`src/rtl/core/i2cm_pkg.sv`:
```
`default_nettype none
package i2cm_pkg;
    localparam logic [6:0] DEV_ADDR_RESET = 7'd115;
    localparam logic [7:0] HALF_PERIOD_RESET = 8'd4;
    localparam logic [7:0] ACK_LIMIT_RESET = 8'd250;
    localparam int QUEUE_DEPTH = 2;

    localparam logic [1:0] CFG_DEV = 2'd0;
    localparam logic [1:0] CFG_HALF = 2'd1;
    localparam logic [1:0] CFG_ACK = 2'd2;

    localparam logic [2:0] MODE_TICK = 3'd0;
    localparam logic [2:0] MODE_WRITE = 3'd1;
    localparam logic [2:0] MODE_READ = 3'd2;
    localparam logic [2:0] MODE_BURST = 3'd3;
    localparam logic [2:0] MODE_WAKE = 3'd4;

    localparam logic [1:0] ST_OK = 2'd0;
    localparam logic [1:0] ST_ADDR_NACK = 2'd1;
    localparam logic [1:0] ST_LATE_NACK = 2'd2;

    typedef struct packed {
        logic [2:0] mode;
        logic [7:0] reg_addr;
        logic [7:0] write_data;
        logic [7:0] read_count;
        logic       sda_in;
    } tick_t;

    typedef struct packed {
        logic       scl_level;
        logic       sda_level;
        logic       sda_enable;
        logic       busy_res;
        logic       byte_valid;
        logic [7:0] byte_data;
        logic       byte_last;
        logic       done_res;
        logic [1:0] status;
    } result_t;
endpackage
`default_nettype wire

```
`src/rtl/core/i2cm_front.sv`:
```
`default_nettype none
module i2cm_front
    import i2cm_pkg::*;
#(
    parameter int DEPTH = QUEUE_DEPTH
) (
    input  wire logic  clk,
    input  wire logic  rst_n,
    input  wire logic  in_valid,
    output logic       in_ready,
    input  wire tick_t in_item,
    output logic       q_valid,
    input  wire logic  q_ready,
    output tick_t      q_item
);
    localparam int AW = (DEPTH > 1) ? $clog2(DEPTH) : 1;
    tick_t mem_reg [DEPTH];
    logic [AW-1:0] wp_reg, rp_reg;
    logic [AW:0] cnt_reg;
    logic push, pop;
    tick_t cls;

    // fold unused mode codes into plain ticks
    always_comb
    begin
        cls = in_item;
        if (in_item.mode > MODE_WAKE) cls.mode = MODE_TICK;
    end

    assign in_ready = (cnt_reg != (AW+1)'(DEPTH));
    assign q_valid = (cnt_reg != '0);
    assign q_item = mem_reg[rp_reg];
    assign push = in_valid && in_ready;
    assign pop = q_valid && q_ready;

    always_ff @(posedge clk)
    begin
        if (push) mem_reg[wp_reg] <= cls;
    end

    always_ff @(posedge clk or negedge rst_n)
    begin
        if (!rst_n)
        begin
            wp_reg <= '0;
            rp_reg <= '0;
            cnt_reg <= '0;
        end
        else
        begin
            if (push) wp_reg <= (wp_reg == AW'(DEPTH-1)) ? '0 : wp_reg + 1'b1;
            if (pop) rp_reg <= (rp_reg == AW'(DEPTH-1)) ? '0 : rp_reg + 1'b1;
            cnt_reg <= cnt_reg + (AW+1)'(push) - (AW+1)'(pop);
        end
    end
endmodule
`default_nettype wire

```
`src/rtl/core/i2cm_back.sv`:
```
`default_nettype none
module i2cm_back
    import i2cm_pkg::*;
(
    input  wire logic       clk,
    input  wire logic       rst_n,
    input  wire logic [6:0] dev_addr,
    input  wire logic [7:0] half_ticks,
    input  wire logic [7:0] ack_limit,
    input  wire logic       q_valid,
    output logic            q_ready,
    input  wire tick_t      q_item,
    output logic            out_valid,
    input  wire logic       out_ready,
    output result_t         out_item
);
    localparam logic [3:0] PH_IDLE = 4'd0, PH_START_A = 4'd1, PH_START_B = 4'd2,
        PH_START_C = 4'd3, PH_WLOW = 4'd4, PH_WHIGH = 4'd5, PH_ALOW = 4'd6,
        PH_AHIGH = 4'd7, PH_APOLL = 4'd8, PH_RLOW = 4'd9, PH_RHIGH = 4'd10,
        PH_MLOW = 4'd11, PH_MHIGH = 4'd12, PH_STOP_A = 4'd13, PH_STOP_B = 4'd14,
        PH_STOP_C = 4'd15;
    localparam logic [2:0] SG_ADDRW = 3'd0, SG_REG = 3'd1, SG_DATA = 3'd2,
        SG_ADDRR = 3'd3, SG_READ = 3'd4, SG_WAKE = 3'd5;

    logic [3:0] phase_reg, phase_next, ph;
    logic [2:0] stage_reg, stage_next, stg;
    logic [3:0] bit_reg, bit_next;
    logic [7:0] shift_reg, shift_next;
    logic [7:0] half_reg, half_next;
    logic [7:0] poll_reg, poll_next;
    logic [7:0] left_reg, left_next;
    logic [2:0] amode_reg, amode_next;
    logic [7:0] sreg_reg, sreg_next, swd_reg, swd_next;
    logic [1:0] stat_reg, stat_next;
    logic       ov_reg;
    result_t    res_reg, r;
    logic       step;
    logic [7:0] hp;
    logic [8:0] pn;
    logic       seg_end, sda;

    assign q_ready = !ov_reg || out_ready;
    assign step = q_valid && q_ready;
    assign out_valid = ov_reg;
    assign out_item = res_reg;
    assign hp = (half_ticks == 8'd0) ? 8'd1 : half_ticks;
    assign sda = q_item.sda_in;

    always_comb
    begin
        logic [7:0] hc;
        phase_next = phase_reg; stage_next = stage_reg; bit_next = bit_reg;
        shift_next = shift_reg; half_next = half_reg; poll_next = poll_reg;
        left_next = left_reg; amode_next = amode_reg; sreg_next = sreg_reg;
        swd_next = swd_reg; stat_next = stat_reg;
        hc = half_reg;
        pn = {1'b0, poll_reg} + 9'd1;
        r = '0;
        r.scl_level = 1'b1; r.sda_level = 1'b1; r.sda_enable = 1'b1;
        ph = phase_reg;
        stg = stage_reg;
        // accept a command only when idle
        if (phase_reg == PH_IDLE && q_item.mode != MODE_TICK)
        begin
            amode_next = q_item.mode;
            sreg_next = q_item.reg_addr;
            swd_next = q_item.write_data;
            left_next = (q_item.mode == MODE_BURST) ? q_item.read_count : 8'd1;
            stat_next = ST_OK;
            stg = (q_item.mode == MODE_WAKE) ? SG_WAKE : SG_ADDRW;
            stage_next = stg;
            ph = PH_START_A;
            hc = 8'd0;
            phase_next = PH_START_A;
        end
        unique case (ph)
            PH_START_A: r.scl_level = 1'b0;
            PH_START_C: r.sda_level = 1'b0;
            PH_WLOW:  begin r.scl_level = 1'b0; r.sda_level = shift_reg[7]; end
            PH_WHIGH: r.sda_level = shift_reg[7];
            PH_ALOW, PH_RLOW: begin r.scl_level = 1'b0; r.sda_enable = 1'b0; end
            PH_AHIGH, PH_APOLL, PH_RHIGH: r.sda_enable = 1'b0;
            PH_MLOW:  begin r.scl_level = 1'b0; r.sda_level = (left_next <= 8'd1); end
            PH_MHIGH: r.sda_level = (left_next <= 8'd1);
            PH_STOP_A: begin r.scl_level = 1'b0; r.sda_level = 1'b0; end
            PH_STOP_B: r.sda_level = 1'b0;
            default: ;
        endcase
        r.busy_res = (ph != PH_IDLE);
        if (ph == PH_RHIGH && hc == 8'd0) shift_next = {shift_reg[6:0], sda};
        seg_end = ({1'b0, hc} + 9'd1) >= {1'b0, hp};
        if (ph != PH_IDLE && ph != PH_APOLL && !seg_end)
            half_next = hc + 8'd1;
        else
        begin
            half_next = 8'd0;
            unique case (ph)
                PH_START_A: phase_next = PH_START_B;
                PH_START_B: phase_next = PH_START_C;
                PH_START_C:
                begin
                    shift_next = {dev_addr, stg == SG_ADDRR};
                    bit_next = 4'd0; phase_next = PH_WLOW;
                end
                PH_WLOW: phase_next = PH_WHIGH;
                PH_WHIGH:
                begin
                    shift_next = {shift_reg[6:0], 1'b0};
                    bit_next = bit_reg + 4'd1;
                    if (bit_reg + 4'd1 >= 4'd8)
                        phase_next = (stg == SG_WAKE) ? PH_STOP_A : PH_ALOW;
                    else phase_next = PH_WLOW;
                end
                PH_ALOW: phase_next = PH_AHIGH;
                PH_AHIGH: begin poll_next = 8'd0; phase_next = PH_APOLL; end
                PH_APOLL:
                begin
                    logic adv;
                    adv = 1'b0;
                    if (!sda) adv = 1'b1;
                    else if (pn > {1'b0, ack_limit})
                    begin
                        if (stg == SG_ADDRW)
                        begin
                            stat_next = ST_ADDR_NACK; phase_next = PH_STOP_A;
                        end
                        else begin stat_next = ST_LATE_NACK; adv = 1'b1; end
                    end
                    else poll_next = pn[7:0];
                    if (adv)
                    begin
                        priority case (stg)
                            SG_ADDRW:
                            begin
                                stage_next = SG_REG; shift_next = sreg_reg;
                                bit_next = 4'd0; phase_next = PH_WLOW;
                            end
                            SG_REG:
                                if (amode_reg == MODE_WRITE)
                                begin
                                    stage_next = SG_DATA; shift_next = swd_reg;
                                    bit_next = 4'd0; phase_next = PH_WLOW;
                                end
                                else
                                begin
                                    stage_next = SG_ADDRR; phase_next = PH_START_A;
                                end
                            SG_ADDRR:
                                if (left_reg == 8'd0) phase_next = PH_STOP_A;
                                else
                                begin
                                    stage_next = SG_READ; shift_next = 8'd0;
                                    bit_next = 4'd0; phase_next = PH_RLOW;
                                end
                            default: phase_next = PH_STOP_A;
                        endcase
                    end
                end
                PH_RLOW: phase_next = PH_RHIGH;
                PH_RHIGH:
                begin
                    bit_next = bit_reg + 4'd1;
                    if (bit_reg + 4'd1 >= 4'd8)
                    begin
                        r.byte_valid = 1'b1;
                        r.byte_data = shift_next;
                        r.byte_last = (left_reg <= 8'd1);
                        phase_next = PH_MLOW;
                    end
                    else phase_next = PH_RLOW;
                end
                PH_MLOW: phase_next = PH_MHIGH;
                PH_MHIGH:
                begin
                    logic [7:0] nl;
                    nl = (left_reg != 8'd0) ? left_reg - 8'd1 : 8'd0;
                    left_next = nl;
                    if (nl == 8'd0) phase_next = PH_STOP_A;
                    else
                    begin
                        shift_next = 8'd0; bit_next = 4'd0; phase_next = PH_RLOW;
                    end
                end
                PH_STOP_A: phase_next = PH_STOP_B;
                PH_STOP_B: phase_next = PH_STOP_C;
                PH_STOP_C: begin r.done_res = 1'b1; phase_next = PH_IDLE; end
                default: ;
            endcase
        end
        if (!r.sda_enable) r.sda_level = 1'b1;
        r.status = stat_next;
    end

    always_ff @(posedge clk)
    begin
        if (step) res_reg <= r;
    end

    always_ff @(posedge clk or negedge rst_n)
    begin
        if (!rst_n)
        begin
            ov_reg <= 1'b0; phase_reg <= PH_IDLE; stage_reg <= SG_ADDRW;
            bit_reg <= '0; shift_reg <= '0; half_reg <= '0; poll_reg <= '0;
            left_reg <= '0; amode_reg <= '0; sreg_reg <= '0; swd_reg <= '0;
            stat_reg <= ST_OK;
        end
        else
        begin
            if (step) ov_reg <= 1'b1;
            else if (out_ready) ov_reg <= 1'b0;
            if (step)
            begin
                phase_reg <= phase_next; stage_reg <= stage_next;
                bit_reg <= bit_next; shift_reg <= shift_next;
                half_reg <= half_next; poll_reg <= poll_next;
                left_reg <= left_next; amode_reg <= amode_next;
                sreg_reg <= sreg_next; swd_reg <= swd_next;
                stat_reg <= stat_next;
            end
        end
    end
endmodule
`default_nettype wire

```
`src/rtl/core/i2c_master_register_access.sv`:
```
// Channel | Direction | Handshake             | Payload
// in      | input     | in_valid / in_ready   | mode reg_addr write_data read_count sda_in
// out     | output    | out_valid / out_ready | bus lines, flags, read byte, status
// cfg     | input     | cfg_we                | cfg_index, cfg_data
// One tick item per clock while the output is not stalled; each tick yields one
// result item, registered in the result register after it leaves the queue. The bus
// sequencer advances one tick per cycle unless the output stalls, and sets the rate.
// Reset clears the sequencer and queue; config regs return to their defaults. A stalled
// output holds the sequencer, and the two-entry queue absorbs input while it waits.
`default_nettype none
module i2c_master_register_access
    import i2cm_pkg::*;
#(
    parameter int DEPTH = QUEUE_DEPTH
) (
    input  wire logic       clk,
    input  wire logic       rst_n,
    input  wire logic       in_valid,
    output logic            in_ready,
    input  wire logic [2:0] mode,
    input  wire logic [7:0] reg_addr,
    input  wire logic [7:0] write_data,
    input  wire logic [7:0] read_count,
    input  wire logic       sda_in,
    output logic            out_valid,
    input  wire logic       out_ready,
    output logic            scl_level,
    output logic            sda_level,
    output logic            sda_enable,
    output logic            busy_res,
    output logic            byte_valid,
    output logic [7:0]      byte_data,
    output logic            byte_last,
    output logic            done_res,
    output logic [1:0]      status,
    input  wire logic       cfg_we,
    input  wire logic [1:0] cfg_index,
    input  wire logic [7:0] cfg_data
);
    logic [6:0] dev_reg;
    logic [7:0] half_reg, ack_reg;
    tick_t   in_item, q_item;
    logic    q_valid, q_ready;
    result_t res;

    // hold configuration; a write lands at once, so issue it only while idle
    always_ff @(posedge clk or negedge rst_n)
    begin
        if (!rst_n)
        begin
            dev_reg <= DEV_ADDR_RESET;
            half_reg <= HALF_PERIOD_RESET;
            ack_reg <= ACK_LIMIT_RESET;
        end
        else if (cfg_we)
        begin
            unique case (cfg_index)
                CFG_DEV:  dev_reg <= cfg_data[6:0];
                CFG_HALF: half_reg <= cfg_data;
                CFG_ACK:  ack_reg <= cfg_data;
                default: ;
            endcase
        end
    end

    assign in_item = '{mode: mode, reg_addr: reg_addr, write_data: write_data,
                       read_count: read_count, sda_in: sda_in};

    i2cm_front #(.DEPTH(DEPTH)) u_front (
        .clk(clk), .rst_n(rst_n), .in_valid(in_valid), .in_ready(in_ready),
        .in_item(in_item), .q_valid(q_valid), .q_ready(q_ready), .q_item(q_item)
    );

    i2cm_back u_back (
        .clk(clk), .rst_n(rst_n), .dev_addr(dev_reg), .half_ticks(half_reg),
        .ack_limit(ack_reg), .q_valid(q_valid), .q_ready(q_ready), .q_item(q_item),
        .out_valid(out_valid), .out_ready(out_ready), .out_item(res)
    );

    assign scl_level = res.scl_level;
    assign sda_level = res.sda_level;
    assign sda_enable = res.sda_enable;
    assign busy_res = res.busy_res;
    assign byte_valid = res.byte_valid;
    assign byte_data = res.byte_data;
    assign byte_last = res.byte_last;
    assign done_res = res.done_res;
    assign status = res.status;
endmodule
`default_nettype wire

```
`config.mk`:
```
export PLATFORM = sky130hd
export DESIGN_NAME = i2c_master_register_access
export DESIGN_NICKNAME = d
export VERILOG_FILES = /design/src/rtl/core/i2cm_pkg.sv /design/src/rtl/core/i2cm_front.sv /design/src/rtl/core/i2cm_back.sv /design/src/rtl/core/i2c_master_register_access.sv
export SDC_FILE = /design/constraint.sdc
export NUM_CORES = 1
export LEC_CHECK = 0
export BUFFER_PORTS_ARGS = -buffer_cell sky130_fd_sc_hd__buf_4
export CAP_MARGIN = 20
export CORE_AREA = 3 3 141 143
export CTS_CLUSTER_DIAMETER = 40
export DETAILED_ROUTE_END_ITERATION = 10
export DIE_AREA = 0 0 144 146
export HOLD_SLACK_MARGIN = 0.15
export PLACE_DENSITY = 0.66
export SYNTH_ARGS = -nofsm -noshare
export SYNTH_HDL_FRONTEND = slang
export SYNTH_SLANG_ARGS = --single-unit
```
`constraint.sdc`:
```
create_clock -name clk -period 5.58 [get_ports clk]
set_input_delay 0.279 -clock clk [delete_from_list [all_inputs] [get_ports clk]]
set_output_delay 0.279 -clock clk [all_outputs]
set_load 0.005 [all_outputs]
```
==> flow_metrics.env <==
export IMPL_site_row_count=50
export IMPL_max_slew_margin_rel_pct=46.45
export IMPL_antennaDiodeCount=0
export IMPL_yosys_warnings=0
export IMPL_htree_num_levels=4
export IMPL_clock_fmax_ghz=0.2016
export IMPL_grt_first_pass_wirelength_um=30990
export IMPL_syn_to_final_growth_pct=20.64
export IMPL_num_nets_final=911
export IMPL_setup_tns_ns=0
export IMPL_peakVddDrop_mv=0.2289
export IMPL_die_height_um=146
export IMPL_antenna_violations_before_repair=0
export IMPL_grt_start_max_net_pins=57
export IMPL_drt_antenna_violating_nets=0
export IMPL_cts_made_buffers=17
export IMPL_post_synth_inst_count=743
export IMPL_worst_slew_pin_slew_ns=0.8013
export IMPL_timing_clock_skew_ns=0.01104
export IMPL_postSynthNetCount=810
export IMPL_synth_simple_gate_area_share_pct=14.16
export IMPL_r2r_start="u_back.phase_reg[1]"
export IMPL_synth_avg_cell_area_um2=11.25
export IMPL_postSynth_topFlopCell="sky130_fd_sc_hd__dfrtp_1"
export IMPL_final_common_cell="sky130_fd_sc_hd__dfrtp_1"
export IMPL_crit_path_end_kind="flip-flop"
export IMPL_report_final_hold_viol_count=0
export IMPL_grt_use_met3_pct=4.371
export IMPL_setup_worst_path_start_class="flip-flop"
export IMPL_critical_path_source="u_back.phase_reg[1]"
export IMPL_largest_register_ffs=56
export IMPL_synthDominantCellAreaShare_pct=26.22
export IMPL_fraction_of_registers_with_async_set_or_reset_after_synthesis_pct=55.76
export IMPL_drt_total_wl_um=19090
export IMPL_synth_xor_area_share_pct=1.990
export IMPL_via_count_of_the_first_global_routing_pass=5936
export IMPL_io_buffers=61
export IMPL_flops_latches_synth=165
export IMPL_met2_usage_pct=28.56
export IMPL_period_share_pct=88.91
export IMPL_layout_common_cells="sky130_fd_sc_hd__dfrtp_1 (79), sky130_fd_sc_hd__buf_4 (73), sky130_fd_sc_hd__edfxtp_1 (73)"
export IMPL_required_ns=5.74
export IMPL_overflow=0
export IMPL_launch_instance_of_the_worst_min_delay_path="in_valid"
export IMPL_drc=0
export IMPL_cts_buffer_depth=2
export IMPL_finalCriticalPeriod_ns=4.961
export IMPL_clock_tree_root_cell="sky130_fd_sc_hd__clkbuf_16"
export IMPL_grt_setup_unrepaired="no"
export IMPL_die_area_um2=21020
export IMPL_grtUsageTotal_pct=18.66
export IMPL_grt_met1_usage_pct=26.44
export IMPL_report_final_setup_viol=0
export IMPL_drt_wirelength_per_cell_um=17.49
export IMPL_worstSetupPathType="reg2reg"
export IMPL_num_io_pins=62
export IMPL_power_density_nw_per_um2=455.1
export IMPL_floorplan_initialDensity_pct=44.70
export IMPL_share_of_layout_cells_above_drive_strength_1_pct=20.54
export IMPL_post_synthesis_compound_gate_area_fraction_pct=15.04
export IMPL_avg_vias_per_cell=5.583
export IMPL_drv_cap=0
export IMPL_drt_first_iter_violations=360
export IMPL_clock_latency_ns=0.43
export IMPL_core_area_um2=18710
export IMPL_cts_sink_count=165
export IMPL_grt_most_used_layer="met2"
export IMPL_cts_tree="done"
export IMPL_synth_edff_count=73
export IMPL_crit_fanout=17
export IMPL_mappedNetlistArea_um2=8361
export IMPL_pleak_nw=4.080
export IMPL_maxSlewViolCount=0
export IMPL_first_pass_iters=5
export IMPL_postLayoutCoreUtil_pct=53.92
export IMPL_synthDominantAreaCellType="sky130_fd_sc_hd__edfxtp_1"
export IMPL_min_delay_path_class="in2reg"
export IMPL_synth_area_top_cells="sky130_fd_sc_hd__edfxtp_1 (26%), sky130_fd_sc_hd__dfrtp_1 (24%), sky130_fd_sc_hd__mux2_2 (4.4%)"
export IMPL_detailed_place_hpwl_um=13010
export IMPL_yosys_area_share_adder_pct=3.592
export IMPL_synth_seq_area_share_pct=53.94
export IMPL_critical_path_arrival_ns=5.12
export IMPL_yosys_mux_area_fraction_pct=7.603
export IMPL_clk_pin_slew_ns=0.08
export IMPL_combinational_family_with_the_most_area_after_synthesis="compound AO/OA/AOI/OAI gates"
export IMPL_routed_via_count=6091
export IMPL_gp_congestion=0.8818
export IMPL_die_x_um=144
export IMPL_yosys_cell_types_count=76
export IMPL_status="complete, no violations"
[synthesized netlist by cell type (13+ instances only)]
cell type,number
sky130_fd_sc_hd__mux2i_1,23
sky130_fd_sc_hd__a22oi_1,17
sky130_fd_sc_hd__dfrtp_1,80
sky130_fd_sc_hd__edfxtp_1,73
sky130_fd_sc_hd__nor2_1,70
sky130_fd_sc_hd__ha_1,24
sky130_fd_sc_hd__xnor2_1,13
sky130_fd_sc_hd__clkbuf_1,14
sky130_fd_sc_hd__a21oi_1,45
sky130_fd_sc_hd__o211ai_1,15
sky130_fd_sc_hd__nand2_1,64
sky130_fd_sc_hd__nand3_1,20
sky130_fd_sc_hd__o21ai_0,15
sky130_fd_sc_hd__mux2_2,33
sky130_fd_sc_hd__inv_1,38
[timing repair]
item                                   4_1_cts  5_1_grt
resized for setup                            0        0
setup endpoints to repair                    0        0
endpoints found under the hold margin      116        0
setup buffers                                0        0
hold buffers                                38        0
[cell families (layout without fill, tap and decap cells)]
kind of cell    count (synthesis)  count (layout)
simple gates                  233             233
compound gates                175             175
flops                         165             165
buf+inv                        68             182
mux                            59              59
fa+ha+maj                      24              24
xor+xnor                       19              19
[power breakdown]
| part | leakage [nW] | switching [mW] | internal (mW) |
|---|---|---|---|
| Sequential | 1.83 | 0.249 | 1.64 |
| Combinational | 1.94 | 0.855 | 0.603 |
| Clock | 0.313 | 0.586 | 0.659 |
| Total | 4.08 | 1.69 | 2.90 |
[per-layer routing]
metal / up-vias / part of all wire, %
met5: - / 0
met1: 2959 / 47
met2: 160 / 47
li1: 2950 / -
met3: 22 / 4.6
met4: 0 / 1.7
[area by class of cell]
type	instances	area (µm²)
well taps	234	292.8
clock inverters	15	232.7
flip-flops and latches	165	4511
inverters	39	146.4
fillers	1600	8620
clock buffers	17	425.4
multi-input cells	510	3550
repair buffers	111	928.4
[critical path, cell delays in order (launching register included)]
cell and delay, ns:
sky130_fd_sc_hd__dfrtp_1 0.58, sky130_fd_sc_hd__or4_4 0.67, sky130_fd_sc_hd__or3_1 0.45, sky130_fd_sc_hd__and2_1 0.21, sky130_fd_sc_hd__ha_1 0.24, sky130_fd_sc_hd__nand2_1 0.07
sky130_fd_sc_hd__or2_2 0.12, sky130_fd_sc_hd__xor2_1 0.19, sky130_fd_sc_hd__nor2_1 0.07, sky130_fd_sc_hd__ha_1 0.32, sky130_fd_sc_hd__a211oi_1 0.21, sky130_fd_sc_hd__o21ai_0 0.12
sky130_fd_sc_hd__o221ai_1 0.59, sky130_fd_sc_hd__nand2_2 0.29, sky130_fd_sc_hd__nand3_1 0.44, sky130_fd_sc_hd__a211oi_1 0.10
[through the flow]
stage	std cells	cell area (µm²)	total power, mW	hold slack, ns	setup WS (ns)
finish	1091	10090	4.590	0.2102	0.6188
detailed placement	1021	9047	3.343	0.3118	0.6891
global placement	1020	9040	3.318	0.3103	0.8310
CTS	1091	10090	4.617	0.1952	0.6667
global route	1091	10090	4.880	0.2079	0.2609
floorplan	743	8361	2.868	-0.01659	1.131
[path summary, 6_finish.rpt]
check | cells past startpoint | slack (ns) | end
worst max-delay path | 15 | 0.62 | u_back.out_item[4]
worst min-delay path | 3 | 0.21 | u_front.wp_reg
worst max register to register | 15 | 0.62 | u_back.out_item[4]
worst min register to register | 2 | 0.49 | u_back.stat_reg[0]
max in group asynchronous | 3 | 4.10 | u_back.bit_reg[2]
min in group asynchronous | 2 | 0.38 | u_back.half_reg[5]
Note: power is estimated with default switching activity, not from simulation.
